<file path="src/design/spmc_pkg.sv">
`default_nettype none

package spmc_pkg;

    localparam int ENTRIES = 16;
    localparam int IDX_W   = (ENTRIES > 1) ? $clog2(ENTRIES) : 1;
    localparam int SEC_W   = 32;
    localparam int PAGE_W  = 32;
    localparam int AGE_W   = 32;

    localparam logic [SEC_W-1:0]  EMPTY_SECTOR = {SEC_W{1'b1}};
    localparam logic [PAGE_W-1:0] PAGE_RESET   = {PAGE_W{1'b1}};
    localparam logic [AGE_W-1:0]  AGE_RESET    = {AGE_W{1'b1}};

    localparam logic REQ_LOOKUP = 1'b0;
    localparam logic REQ_STORE  = 1'b1;

    typedef enum logic [1:0] {
        S_IDLE,
        S_SWEEP,
        S_DONE
    } t_state;

    typedef struct packed {
        logic              valid;
        logic              hit;
        logic [IDX_W-1:0]  hit_idx;
        logic [PAGE_W-1:0] hit_page;
        logic              empty;
        logic [IDX_W-1:0]  empty_idx;
        logic              min_set;
        logic [AGE_W-1:0]  min_age;
        logic [IDX_W-1:0]  min_idx;
    } t_tok;

    typedef struct packed {
        logic              en;
        logic [IDX_W-1:0]  idx;
        logic [SEC_W-1:0]  sector;
        logic [PAGE_W-1:0] page;
        logic [AGE_W-1:0]  age;
    } t_wr;

endpackage

`default_nettype wire

</file>
<file path="src/design/spmc_cell.sv">
`default_nettype none

module spmc_cell
    import spmc_pkg::*;
(
    input  wire logic              i_clk,
    input  wire logic              i_rst_n,
    input  wire logic [IDX_W-1:0]  i_id,
    input  wire logic [SEC_W-1:0]  i_sector,
    input  wire t_wr               i_wr,
    input  wire t_tok              i_tok,
    output t_tok                   o_tok
);

    logic [SEC_W-1:0]  r_sector;
    logic [PAGE_W-1:0] r_page;
    logic [AGE_W-1:0]  r_age;
    t_tok              r_tok;
    t_tok              n_tok;

    always_ff @(posedge i_clk) begin
        if (!i_rst_n) begin
            r_sector <= EMPTY_SECTOR;
            r_page   <= PAGE_RESET;
            r_age    <= AGE_RESET;
        end else if (i_wr.en && (i_wr.idx == i_id)) begin
            r_sector <= i_wr.sector;
            r_page   <= i_wr.page;
            r_age    <= i_wr.age;
        end
    end

    always_comb begin
        n_tok = i_tok;
        if (!i_tok.hit && (r_sector == i_sector)) begin
            n_tok.hit      = 1'b1;
            n_tok.hit_idx  = i_id;
            n_tok.hit_page = r_page;
        end
        if (!i_tok.empty && (r_sector == EMPTY_SECTOR)) begin
            n_tok.empty     = 1'b1;
            n_tok.empty_idx = i_id;
        end
        if (!i_tok.min_set || (r_age < i_tok.min_age)) begin
            n_tok.min_set = 1'b1;
            n_tok.min_age = r_age;
            n_tok.min_idx = i_id;
        end
    end

    always_ff @(posedge i_clk) begin
        if (!i_rst_n) begin
            r_tok <= '0;
        end else begin
            r_tok <= n_tok;
        end
    end

    assign o_tok = r_tok;

endmodule

`default_nettype wire

</file>
<file path="config.mk">
export PLATFORM = sky130hd
export DESIGN_NAME = spmc_cell
export DESIGN_NICKNAME = d
export VERILOG_FILES = /design/src/design/spmc_pkg.sv /design/src/design/spmc_cell.sv
export SDC_FILE = /design/constraint.sdc
export NUM_CORES = 1
export LEC_CHECK = 0
export BUFFER_PORTS_ARGS = -buffer_cell sky130_fd_sc_hd__buf_2
export CAP_MARGIN = 15
export CORE_UTILIZATION = 46
export CTS_BUF_LIST = sky130_fd_sc_hd__clkbuf_4
export CTS_CLUSTER_DIAMETER = 200
export DETAILED_ROUTE_END_ITERATION = 8
export GPL_ROUTABILITY_DRIVEN = 0
export GPL_TIMING_DRIVEN = 0
export PLACE_DENSITY = 0.79
export SLEW_MARGIN = 20
export SYNTH_ARGS = -nofsm -noshare
export SYNTH_HDL_FRONTEND = slang
export SYNTH_SLANG_ARGS = --single-unit
</file>
<file path="constraint.sdc">
create_clock -name i_clk -period 2.07 [get_ports i_clk]
set_input_delay 0.207 -clock i_clk [delete_from_list [all_inputs] [get_ports i_clk]]
set_output_delay 0.207 -clock i_clk [all_outputs]
set_load 0.1 [all_outputs]
</file>
# After elaboration in Yosys (flattened, before gate mapping)
# Cells that the tools add are included.
classes:
  addsub: 0
  mul: 0
  div_mod_pow: 0
  order_cmp: 1
  eq_ne: 3
  n_shift: 0
  muxes: 3
  n_bitwise: 0
  n_reduce_logical: 7
ops:
  columns: ["op", "n"]
  rows:
  - ["2-to-1 mux 37 bit", 2]
  - ["equality test 32 bit", 1]
  - ["equality test 32 bit (second input constant)", 1]
  - ["less-than comparator 32 bit", 1]
  - ["2-to-1 mux 5 bit", 1]
  - ["equality test 4 bit", 1]
  - ["logical AND 1 bit", 3]
  - ["zero test 1 bit", 3]
  - ["logical OR 1 bit", 1]
word_totals:
  regBits: 176
  latchBits: 0
  ram_bits: 0
  mem_bits_ro: 0
  output_inout_bits: 80
  wordCells: 26
  mem_count: 0

# Logic depth before layout (Yosys ltp)
# Gate-level depths: netlist (run 1).
depth:
  ltp_word: 3
  ltp_mapped: 10
  mapped_depth_nobuf: 8

# Worst setup path after synthesis (run 1)
# OpenSTA, ideal clock, no wires.
synth_timing:
  kind: "register to register"
  from: "reg r_age[11]"
  to: "reg r_tok (netlist bit o_tok[10])"
  setup_ns: 0.118
  arrival_ns: 1.837
  path_slack_ns: 0.115
  path_stages_with_launch: 10
  path_buffers: 2
  period_less_slack_ns: 1.955
  path_cell_list: "dfxtp_1 -> ha_1 -> and4_1 -> o211ai_1 -> or4_1 -> nand3_1 -> a221oi_2 -> buf_6 -> buf_12 -> mux2i_1"
synth_via:
  elab_chain_cells: 3
synth_rtl:
  columns: ["element", "line_no", "source"]
  rows:
  - ["from (decl)", "spmc_cell.sv:17", "logic [AGE_W-1:0] r_age;"]
  - ["from (signal assigned)", "spmc_cell.sv:29", "r_age <= i_wr.age;"]
  - ["less-than comparator 32 bit", "spmc_cell.sv:44", "if (!i_tok.min_set || (r_age < i_tok.min_age)) begin"]
  - ["logical OR 1 bit", "spmc_cell.sv:44", null]
  - ["2-to-1 mux 37 bit", "spmc_cell.sv:44", null]
  - ["to (signal assigned)", "spmc_cell.sv:55", "r_tok <= n_tok;"]
  - ["to (decl)", "spmc_cell.sv:18", "t_tok r_tok;"]
# Every way passes these cells.
# A chain may end at the register's enable or synchronous reset.

# Final worst setup path (run 1)
layout_timing:
  from: "in i_tok[13] in the netlist's numbering"
  to: "reg r_tok (netlist bit o_tok[24])"
layout_via:
  elab_chain_cells: 3
layout_rtl:
  columns: ["element", "line_no", "source"]
  rows:
  - ["from (decl)", "spmc_cell.sv:11", "input wire t_tok i_tok,"]
  - ["less-than comparator 32 bit", "spmc_cell.sv:44", null]
  - ["logical OR 1 bit", "spmc_cell.sv:44", null]
  - ["2-to-1 mux 37 bit", "spmc_cell.sv:44", null]
# Every way passes these cells.

==> impl_metrics.csv, run 1 <==
group,metric,value,unit
synthesis,synth_top_area_share,46.1,%
synthesis,synth_area_leader_cell,"dfxtp_1",
critical_path,reg2reg_depth,9,
finish,final_nets,1656,
place,preCtsSetupSlack,-0.172,ns
min_path,hold_end,"o_tok[37]$_SDFF_PN0_",
route,via_per_inst,5.30,
critical_path,critPathLaunchType,"input pin",
clock_network,numCtsBuffers,17,
finish,drive_gt1_share,30.9,%
outcome,outcome,"finished, violations left",
grt,grt_max_degree,18,
synthesis,synth_seq_cells,176,
finish,synthToLayoutAreaGrowth,59.0,%
clock_network,cts_num_sinks,176,
route,drtPass1Iterations,6,
outcome,violations,"setup timing",
min_path,min_from,"i_id[0]",
synthesis,synth_compound_area_share,2.15,%
floorplan,start_util,47.6,%
place,numPortBuffers,297,
synthesis,ys_warn_count,0,
critical_path,crit_fanout,9,
floorplan,core-area,0.0161,sq mm
critical_path,rrSetupSlack,-0.28,ns
critical_path,end_kind,"flop",
finish,final_area,0.0121,sq mm
clock_network,cts_buffer_depth,2,
sta,hold_violations,0,
route,drt-initial-drc-count,596,
route,ant_nets,0,
place,place_area,0.00940,sq mm
grt,antenna_found_initial,3,
critical_path,cpPeakStageDelay,0.54,ns
grt,grtUsageTotal,33.4,%
floorplan,die_width,131,um
sta,fin_setup_tns,-7.46,ns
synthesis,synth_top_family_by_area,"simple AND/OR/NAND/NOR gates",
sta,final.setup.worst_slack,-0.298,ns
route,vias,8685,
clock_network,path_clk_slew,0.16,ns
min_path,holdPathStages,3,
flow_run,cap_violations,0,
clock_network,cts_root_buf,"clkbuf_4",
critical_path,r2r-end,"o_tok[24]$_SDFF_PN0_",
critical_path,worstSetupPathType,"in2reg",
sta,slew_headroom,50.5,%
place,placed_cells,1396,
floorplan,rows,46,
floorplan,ios,299,
grt,grt-ovfl-total,0,
critical_path,crit_top_cell,"buf_12",
route,post_drt_wl_per_cell,18.5,um
power,p_per_area,681,mW/mm^2
synthesis,synth_cell_types,33,
floorplan,dieArea,0.0171,sq mm
critical_path,cp.arrival,2.85,ns
critical_path,worstPathCellList,"dlygate4sd3_1 -> buf_2 -> inv_1 -> ha_4 -> a21oi_1 -> o21ai_1 -> a21oi_2 -> nand3_4 -> a221oi_4 -> buf_12 -> buf_12 -> mux2i_1",
sta,period_share,114,%
synthesis,synth_area,0.00764,sq mm
power,peakVddDrop,373,uV
synthesis,synth-simple-area-share,26.9,%
synthesis,synth_area_leaders,"dfxtp_1 46%, nand2_1 14%, mux2i_1 10%",
grt,grt_pass1_vias,8683,
critical_path,cp_slowest_cell,"dlygate4sd3_1",
clock_network,cts_tree,"done",
sta,layout_min_cycle_time,2.37,ns
sta,fmaxAchievable,0.422,GHz
power,power.total,8.26,mW
synthesis,yosysSeqAreaShare,46.1,%
clock_network,cts_max_level,4,
sta,rsz0062_at_grt,"yes",
sta,tightest_slew,0.742,ns
synthesis,synth-xor-area-share,4.13,%
finish,fin_cells,1639,
sta,skew,0.0266,ns
clock_network,clk_latency,0.58,ns
synthesis,synthCells,883,
floorplan,die_height,131,um
sta,final-setup-viol-count,48,
critical_path,crit_required,2.55,ns
route,remaining_drc_errors,0,
critical_path,rr_startpoint,"r_age[9]$_SDFFE_PN1P_",
sta,slew_violations,0,
synthesis,synth_mux_area_share,9.96,%
synthesis,synth_nets,1133,
min_path,hp-class,"in2reg",
synthesis,yosys.area_share.adder,5.08,%
route,wirelength,30400,um
power,leakagePower,5.98,nW
place,dp_hpwl,16900,um
synthesis,synth_area_per_cell,8.65,sq um
grt,grt_pass1_wl,43000,um
[flip-flops by register name (all words and copies together), names as in the netlist]
name / cells
o_tok: 80
r_sector: 32
r_age: 32
r_page: 32
[stage by stage]
step	hold WS (ns)	util, %
global placement	0.299	58.5
floorplan	0.297	-
finish	0.0523	75.6
CTS	0.00391	73.4
global route	0.0126	75.6
detailed placement	0.314	58.5
[critical path: cells and delay by family]
family	cells	cell delay (ns)
adder cells (fa/ha/maj)	1	0.22
buffers and inverters	5	1.11
AO/OA/AOI/OAI	4	0.91
multiplexers	1	0.27
AND/OR/NAND/NOR	1	0.12
[cell type report]
class,instances,area [sq um]
Antenna cell,4,10.0
Clock inverter,15,174
Multi-Input combinational cell,623,3950
Tap cell,216,270
Inverter,31,116
Timing Repair Buffer,505,3610
Sequential cell,176,3570
Clock buffer,17,128
Fill cell,1028,3910
Buffer,52,324
[layout by cell type, fill, tap and decap left out, types with 22 or more instances in the layout]
cell type and count:
clkbuf_1 38, ha_1 22, dfxtp_2 24, nor2b_1 41
mux2i_1 69, nand3_1 101, dlygate4sd3_1 180, inv_1 31
xor2_1 34, dfxtp_1 148, buf_2 302, nand2_1 275
[synthesized netlist by cell type]
library cell and instances:
buf_12 6, a221oi_1 1, clkbuf_1 40, or3_1 1, o21a_1 2, nor2_1 3, a211oi_1 1, nand3b_1 1
xnor2_1 1, nor3_1 2, nor4_2 3, buf_6 2, mux2i_1 76, nand2b_4 1, nand2_1 275, nor2b_1 41
and4_1 4, nor4_1 8, o211ai_1 1, o21ai_0 5, dfxtp_1 176, inv_1 31, nand3_1 102, and3_1 1
nand4_1 10, and2_1 1, xor2_1 35, a221oi_2 1, ha_1 31, a2111oi_2 1, buf_2 5, a21oi_1 14
or4_1 1
[per-layer routing]
metal,vias up,share of wire [%],track usage [%]
li1,3948,-,-
met1,4014,36,35.3
met2,553,50,59.1
met3,170,7.2,7.74
met4,0,6.5,22.9
met5,-,0,0
[worst max path at each step]
stage	start	to	cells past startpoint
final	i_tok[13]	o_tok[24]$_SDFF_PN0_	12
after global routing	r_age[9]$_SDFFE_PN1P_	o_tok[24]$_SDFF_PN0_	9
after CTS	r_age[10]$_SDFFE_PN1P_	o_tok[5]$_SDFF_PN0_	9
after detailed placement	i_id[0]	r_page[28]$_SDFFE_PN1P_	8
after global placement	i_tok[15]	o_tok[24]$_SDFF_PN0_	11
after floorplan	r_age[11]$_SDFFE_PN1P_	o_tok[10]$_SDFF_PN0_	9
[cell families after synthesis]
kind of cell / count (synthesis)
AO/OA/AOI/OAI: 26
flip-flops: 176
XOR/XNOR: 36
adder cells (fa/ha/maj): 31
multiplexers: 76
AND/OR/NAND/NOR: 454
buffers and inverters: 84
[power by group]
part | total [mW] | leakage (nW) | internal [mW] | switching, mW
clock network | 2.10 | 0.161 | 0.760 | 1.34
registers | 3.68 | 1.44 | 3.58 | 0.102
logic | 2.48 | 4.38 | 0.837 | 1.65
total | 8.26 | 5.98 | 5.18 | 3.09
[what timing repair did]
action / in CTS / in global routing
pin swaps: 6 / 14
hold buffers: 180 / 0
endpoints found under the setup margin: 44 / 90
hold endpoints to repair: 176 / 0
gates resized for setup: 32 / 49
buffers inserted: 15 / 8
cloned: 1 / 4
(Power assumes the default switching activity.)
==> run 2: changes to the inputs <==
--- a/config.mk
+++ b/config.mk
@@ -5,6 +5,7 @@
 export SDC_FILE = /design/constraint.sdc
 export NUM_CORES = 1
 export LEC_CHECK = 0
+export ABC_AREA = 1
 export BUFFER_PORTS_ARGS = -buffer_cell sky130_fd_sc_hd__buf_2
 export CAP_MARGIN = 15
 export CORE_UTILIZATION = 46
@@ -12,7 +13,6 @@
 export CTS_CLUSTER_DIAMETER = 200
 export DETAILED_ROUTE_END_ITERATION = 8
 export GPL_ROUTABILITY_DRIVEN = 0
-export GPL_TIMING_DRIVEN = 0
 export PLACE_DENSITY = 0.79
 export SLEW_MARGIN = 20
 export SYNTH_ARGS = -nofsm -noshare
==> run 2 against run 1 <==
  * The run now ends clean
  * Sequential cell count unchanged
  * Clock skew up 0.0040 ns
  * Sequential power about the same
  * Non-clock buffer count down 71
  * Clock power up 2%
  * Count of clock-buffer cells in the layout unchanged
  * Wire length down 10%
  * Fmax up 25%
  * Total power down 2.4%
  * Critical path type is now reg2reg
  * Largest power group unchanged
==> impl_metrics.csv, run 2 <==
group,metric,value,unit
outcome,outcome,"finished, final reports clean",
sta,period_share,91.6,%
floorplan,dieArea,0.0174,sq mm
finish,multi_input_area,0.00360,sq mm
min_path,hold_end,"o_tok[36]$_SDFF_PN0_",
critical_path,cp.buffers_inverters,1,
critical_path,reg2reg_depth,9,
clock_network,postCtsSetupBuffers,0,
finish,final_area,0.0116,sq mm
synthesis,synthFlopType,"dfxtp_1",
synthesis,synth_top_area_share,45.3,%
power,p_per_area,697,mW/mm^2
synthesis,ys_warn_count,0,
critical_path,cp.arrival,2.41,ns
synthesis,synth_area_per_cell,7.07,sq um
clock_network,cts_buffer_depth,2,
place,numPortBuffers,298,
floorplan,die_height,132,um
synthesis,synth_area_leader_cell,"dfxtp_1",
sta,slew_violations,0,
finish,mostFrequentLayoutCell,"nand2_1",
route,vias,9091,
sta,layout_min_cycle_time,1.90,ns
route,remaining_drc_errors,0,
sta,rsz0062_at_grt,"no",
critical_path,crit_required,2.59,ns
place,placed_cells,1564,
critical_path,rr_startpoint,"r_sector[8]$_SDFFE_PN1P_",
clock_network,cts_max_level,4,
sta,fin_setup_tns,0,ns
critical_path,worstPathCellList,"xnor2_1 -> nand4_1 -> or2_1 -> nor2_2 -> nand3_4 -> buf_12 -> nand2_1 -> nand2_1 -> nor2_1",
finish,largest_reg_flops,80,
floorplan,start_util,47.0,%
critical_path,r2r-end,"o_tok[70]$_SDFF_PN0_",
sta,fmaxAchievable,0.528,GHz
grt,grt_pass1_wl,43400,um
grt,grt_max_degree,89,
route,wirelength,27300,um
synthesis,synth_cell_types,27,
critical_path,critPathLaunchType,"flop",
grt,grtUsageTotal,31.5,%
clock_network,path_clk_slew,0.16,ns
critical_path,cpPeakStageDelay,0.36,ns
synthesis,synth_edf_count,0,
sta,slew_headroom,61.6,%
critical_path,crit_top_cell,"nand2_1",
finish,final_nets,1792,
power,power.total,8.07,mW
grt,grt_use_met3,7.11,%
sta,hold_violations,0,
grt,gr-usage-met1,36.0,%
sta,final-setup-viol-count,0,
finish,fin_cells,1778,
floorplan,rows,47,
finish,layout_common_cells,"333 x nand2_1, 297 x buf_2, 179 x dlygate4sd3_1",
clock_network,cts_root_buf,"clkbuf_4",
route,post_drt_wl_per_cell,15.3,um
synthesis,synthArstFlopShare,0,%
synthesis,yosys.cell_count.top_type,"nand2_1",
critical_path,crit_family,"simple AND/OR/NAND/NOR gates",
floorplan,ios,299,
grt,grt-ovfl-total,0,
synthesis,synth_area,0.00777,sq mm
synthesis,synth_nets,1349,
critical_path,worstSetupPathType,"reg2reg",
power,leakagePower,6.21,nW
min_path,hp-class,"in2reg",
clock_network,numCtsBuffers,17,
clock_network,cts_num_sinks,176,
sta,fin_hold_ws,0.0591,ns
finish,synthToLayoutAreaGrowth,48.9,%
route,drt-initial-drc-count,619,
critical_path,cp_slowest_cell,"dfxtp_1",
flow_run,cap_violations,0,
finish,drive_gt1_share,22.6,%
synthesis,synth_seq_cells,176,
grt,antenna_found_initial,2,
route,ant_nets,0,
min_path,min_from,"i_rst_n",
sta,tightest_slew,0.575,ns
synthesis,yosysSeqAreaShare,45.3,%
route,drtPass1Iterations,5,
finish,n_fill_cell,1210,
critical_path,rrSetupSlack,0.17,ns
grt,grt_pass1_vias,8982,
clock_network,cts_tree,"done",
grt,use_met2,54.4,%
critical_path,crit_fanout,72,
clock_network,clk_latency,0.59,ns
place,dp_hpwl,16000,um
synthesis,synthCells,1099,
finish,seq_area,0.00352,sq mm
sta,skew,0.0306,ns
synthesis,synth_common_cells,"334 x nand2_1, 176 x dfxtp_1, 128 x nor2_1, 125 x nand3_1, 100 x inv_1",
min_path,holdPathStages,2,
route,via_per_inst,5.11,
critical_path,end_kind,"flop",
place,place_area,0.00944,sq mm
synthesis,synth_area_leaders,"dfxtp_1 45%, nand2_1 16%, nand3_1 8.1%",
grt,busiest_layer,"met2",
floorplan,core-area,0.0165,sq mm
floorplan,die_width,132,um
power,peakVddDrop,448,uV
## run 2: cell types whose count changed after synthesis, moves of 17 or more
cell	before	now
nor2_1	3	128
mux2i_1	76	0
inv_1	31	100
nand2_1	275	334
a21oi_1	14	64
nor2b_1	41	0
xor2_1	35	6
nand3_1	102	125
o21ai_0	5	22
## run 2: metrics by stage
step / util [%] / setup slack, ns
after floorplan: - / 0.420
after global placement: 57.1 / 0.194
after detailed placement: 57.1 / 0.165
after CTS: 69.9 / 0.197
after global routing: 70.0 / 0.00631
final: 70.0 / 0.175
## run 2: per-layer routing
| metal | part of all wire, % | wire (um) | up-vias |
|---|---|---|---|
| met4 | 4.6 | 1240 | 0 |
| met1 | 38 | 10400 | 4132 |
| met2 | 49 | 13400 | 495 |
| li1 | - | - | 4358 |
| met3 | 8.2 | 2230 | 106 |
| met5 | 0 | 0 | - |
## run 2: layout make-up
cell class / count / area share [%]
clock inverters: 15 / 1.64
well taps: 220 / 2.38
clock buffers: 17 / 1.10
flip-flops and latches: 176 / 30.5
inverters: 102 / 3.32
diodes: 3 / 0.0649
repair buffers: 486 / 29.9
multi-input cells: 759 / 31.1
## run 2: timing repair
action	CTS	global route
endpoints found under the setup margin	0	8
hold endpoints to repair	175	0
resized for setup	0	4
hold buffers	179	0
## run 2: worst register-to-register path, stage by stage, from the launching register on
cell and delay (ns):
dfxtp_1 0.36, xnor2_1 0.27, nand4_1 0.15, or2_1 0.24, nor2_2 0.15, nand3_4 0.10, buf_12 0.21, nand2_1 0.13
nand2_1 0.06, nor2_1 0.18
## run 2: kinds of logic (layout without fill, tap and decap cells)
family          Yosys count  after routing  synth area share [%]
buf+inv                 164            620                  8.60
flops                   176            176                  45.3
other cells               0              3                     0
compound gates           93             93                  6.17
xor+xnor                 20             20                  2.25
simple gates            615            615                  32.7
fa+ha+maj                31             31                  4.99
## run 2: power by group
group	total (mW)	switching [mW]	internal (mW)	leakage, nW
clock network	2.15	1.37	0.780	0.168
logic	2.23	1.52	0.714	4.59
registers	3.68	0.101	3.58	1.45
total	8.07	2.99	5.08	6.21
## run 2: worst max path at each step
| stage | startpoint | endpoint | slack (ns) | depth (start not counted) |
|---|---|---|---|---|
| 2_1_floorplan | r_age[15]$_SDFFE_PN1P_ | o_tok[0]$_SDFF_PN0_ | 0.42 | 13 |
| 3_3_place_gp | i_tok[21] | o_tok[5]$_SDFF_PN0_ | 0.19 | 13 |
| 3_5_place_dp | i_tok[21] | o_tok[7]$_SDFF_PN0_ | 0.16 | 13 |
| 4_1_cts | r_age[27]$_SDFFE_PN1P_ | o_tok[5]$_SDFF_PN0_ | 0.20 | 11 |
| 5_1_grt | r_age[15]$_SDFFE_PN1P_ | o_tok[24]$_SDFF_PN0_ | 0.006 | 13 |
| 6_report | r_sector[8]$_SDFFE_PN1P_ | o_tok[70]$_SDFF_PN0_ | 0.17 | 9 |
==> run 3: changes to the inputs <==
--- a/config.mk
+++ b/config.mk
@@ -11,10 +11,11 @@
 export CORE_UTILIZATION = 46
 export CTS_BUF_LIST = sky130_fd_sc_hd__clkbuf_4
 export CTS_CLUSTER_DIAMETER = 200
+export CTS_CLUSTER_SIZE = 20
 export DETAILED_ROUTE_END_ITERATION = 8
 export GPL_ROUTABILITY_DRIVEN = 0
 export PLACE_DENSITY = 0.79
-export SLEW_MARGIN = 20
+export RECOVER_POWER = 50
 export SYNTH_ARGS = -nofsm -noshare
 export SYNTH_HDL_FRONTEND = slang
 export SYNTH_SLANG_ARGS = --single-unit
==> run 3 against run 2 <==
  * Total power about the same
  * Highest routed layer unchanged
  * Worst setup slack got worse by 0.047 ns
  * Critical endpoint is now r_age[4]$_SDFFE_PN1P_
  * Fmax decreased by 2.4%
  * Clock power about the same
  * Sequential share of layout area increased by 0.083 points
  * Largest power group unchanged
  * Sequential cell count unchanged
  * Core utilization decreased by 0.19 points
==> impl_metrics.csv, run 3 (synthesis results as in run 2) <==
group,metric,value,unit
finish,fin_cells,1778,
route,via_per_inst,5.13,
critical_path,cp_slowest_cell,"dlygate4sd3_1",
critical_path,end_kind,"flop",
finish,largest_reg_flops,80,
floorplan,ios,299,
sta,period_share,93.8,%
route,vias,9117,
place,numPortBuffers,298,
sta,fmaxAchievable,0.515,GHz
sta,slew_violations,0,
grt,grt-ovfl-total,0,
sta,hold_violations,0,
finish,final_nets,1792,
clock_network,cts_num_sinks,176,
min_path,hp-class,"in2reg",
outcome,outcome,"finished, final reports clean",
grt,grt_use_met3,7.11,%
critical_path,crit_required,2.58,ns
power,power.total,8.06,mW
grt,grt_pass1_wl,43400,um
clock_network,cts_buffer_depth,2,
sta,rsz0062_at_grt,"no",
critical_path,reg2reg_depth,9,
flow_run,cap_violations,0,
floorplan,start_util,47.0,%
finish,mostFrequentLayoutCell,"nand2_1",
critical_path,rr_startpoint,"r_sector[8]$_SDFFE_PN1P_",
critical_path,cp-endpoint,"r_age[4]$_SDFFE_PN1P_",
clock_network,cts_max_level,4,
grt,grt_pass1_vias,8982,
clock_network,cts_root_buf,"clkbuf_4",
route,wirelength,27200,um
critical_path,worstPathCellList,"dlygate4sd3_1 -> clkbuf_1 -> inv_1 -> o22ai_1 -> a21oi_1 -> nand3_4 -> buf_6 -> nand2_1 -> nand3_1",
finish,fin_util,69.8,%
route,drt-initial-drc-count,617,
sta,tightest_slew,0.699,ns
sta,slew_headroom,53.4,%
place,dp_hpwl,16000,um
clock_network,path_clk_slew,0.16,ns
critical_path,cp.arrival,2.45,ns
critical_path,critPathLaunchType,"input pin",
route,ant_nets,0,
power,power_frac_seq,45.7,%
clock_network,numCtsBuffers,17,
finish,drive_gt1_share,22.5,%
power,p_per_area,699,mW/mm^2
floorplan,die_height,132,um
critical_path,crit_fanout,86,
finish,layout_common_cells,"333 x nand2_1, 261 x buf_2, 179 x dlygate4sd3_1",
place,placed_cells,1564,
grt,use_met2,54.4,%
critical_path,worstSetupPathType,"in2reg",
floorplan,dieArea,0.0174,sq mm
power,power.share.combinational,27.6,%
power,p_switching,2.99,mW
clock_network,clk_latency,0.59,ns
min_path,holdPathStages,2,
floorplan,core-area,0.0165,sq mm
grt,busiest_layer,"met2",
critical_path,rrSetupSlack,0.17,ns
clock_network,cts_tree,"done",
power,switching_share,37.1,%
power,p_int,5.07,mW
floorplan,die_width,132,um
sta,final-setup-viol-count,0,
grt,grtUsageTotal,31.5,%
clock_network,postCtsSetupBuffers,0,
power,leakagePower,6.19,nW
critical_path,cpPeakStageDelay,0.52,ns
sta,layout_min_cycle_time,1.94,ns
power,peakVddDrop,447,uV
finish,synthToLayoutAreaGrowth,48.5,%
floorplan,rows,47,
power,power_frac_clock,26.7,%
route,post_drt_wl_per_cell,15.3,um
route,drtPass1Iterations,5,
sta,fin_setup_tns,0,ns
grt,gr-usage-met1,36.0,%
critical_path,startpoint,"i_id[0]",
grt,antenna_found_initial,2,
critical_path,r2r-end,"o_tok[70]$_SDFF_PN0_",
sta,skew,0.0337,ns
route,remaining_drc_errors,0,
grt,grt_max_degree,89,
-- run 3: cell types whose count changed in the layout (fill, tap and decap cells not counted), sizes merged --
cell	before	now
buf	307	270
clkbuf	17	54
-- run 3: area by class of cell --
class / count / area [sq um]
tap: 220 / 275
fill: 1213 / 4990
clock buffer: 17 / 128
inverter: 102 / 384
clock inverter: 15 / 190
multi-input combinational: 759 / 3600
sequential: 176 / 3520
antenna: 3 / 7.51
timing repair buffer: 486 / 3430
-- run 3: power by group through the flow --
stage / clock network, mW / logic (mW) / registers, mW
4_1_cts: 2.20 / 2.19 / 3.67
5_1_grt: 2.35 / 2.37 / 3.70
2_1_floorplan: 0 / 0.568 / 4.57
3_5_place_dp: 0 / 1.92 / 3.74
3_3_place_gp: 0 / 1.89 / 3.74
6_report: 2.15 / 2.23 / 3.68
-- run 3: stage by stage --
| stage | hold slack, ns | instance area [sq um] | setup WS, ns |
|---|---|---|---|
| after global routing | 0.0338 | 11500 | 0.00631 |
| after floorplan | 0.297 | 7770 | 0.420 |
| after global placement | 0.397 | 9440 | 0.194 |
| final | 0.0628 | 11500 | 0.128 |
| after CTS | 0.0349 | 11500 | 0.197 |
| after detailed placement | 0.399 | 9440 | 0.165 |
-- run 3: metal layers --
layer | vias up | part of all wire (%)
met5 | - | 0
met4 | 0 | 4.6
met3 | 104 | 8.5
met2 | 512 | 49
met1 | 4142 | 38
li1 | 4359 | -
-- run 3: what timing repair did --
action,CTS,global route
resized for setup,0,4
hold endpoints to repair,175,0
hold buffers,179,0
setup endpoints to repair,0,8
-- run 3: worst min-delay path by stage --
stage                    from              endpoint  slack [ns]
CTS                   i_rst_n  o_tok[36]$_SDFF_PN0_        0.03
finish                i_rst_n  o_tok[36]$_SDFF_PN0_        0.06
global placement    i_tok[79]  o_tok[79]$_SDFF_PN0_        0.40
floorplan             i_rst_n  o_tok[36]$_SDFF_PN0_        0.30
global route          i_rst_n  o_tok[36]$_SDFF_PN0_        0.03
detailed placement  i_tok[79]  o_tok[79]$_SDFF_PN0_        0.40
-- run 3: worst max-delay path: cells and delay by family --
family          cells  cell delay, ns
compound gates      2            0.29
buf+inv             4            1.54
simple gates        3            0.32
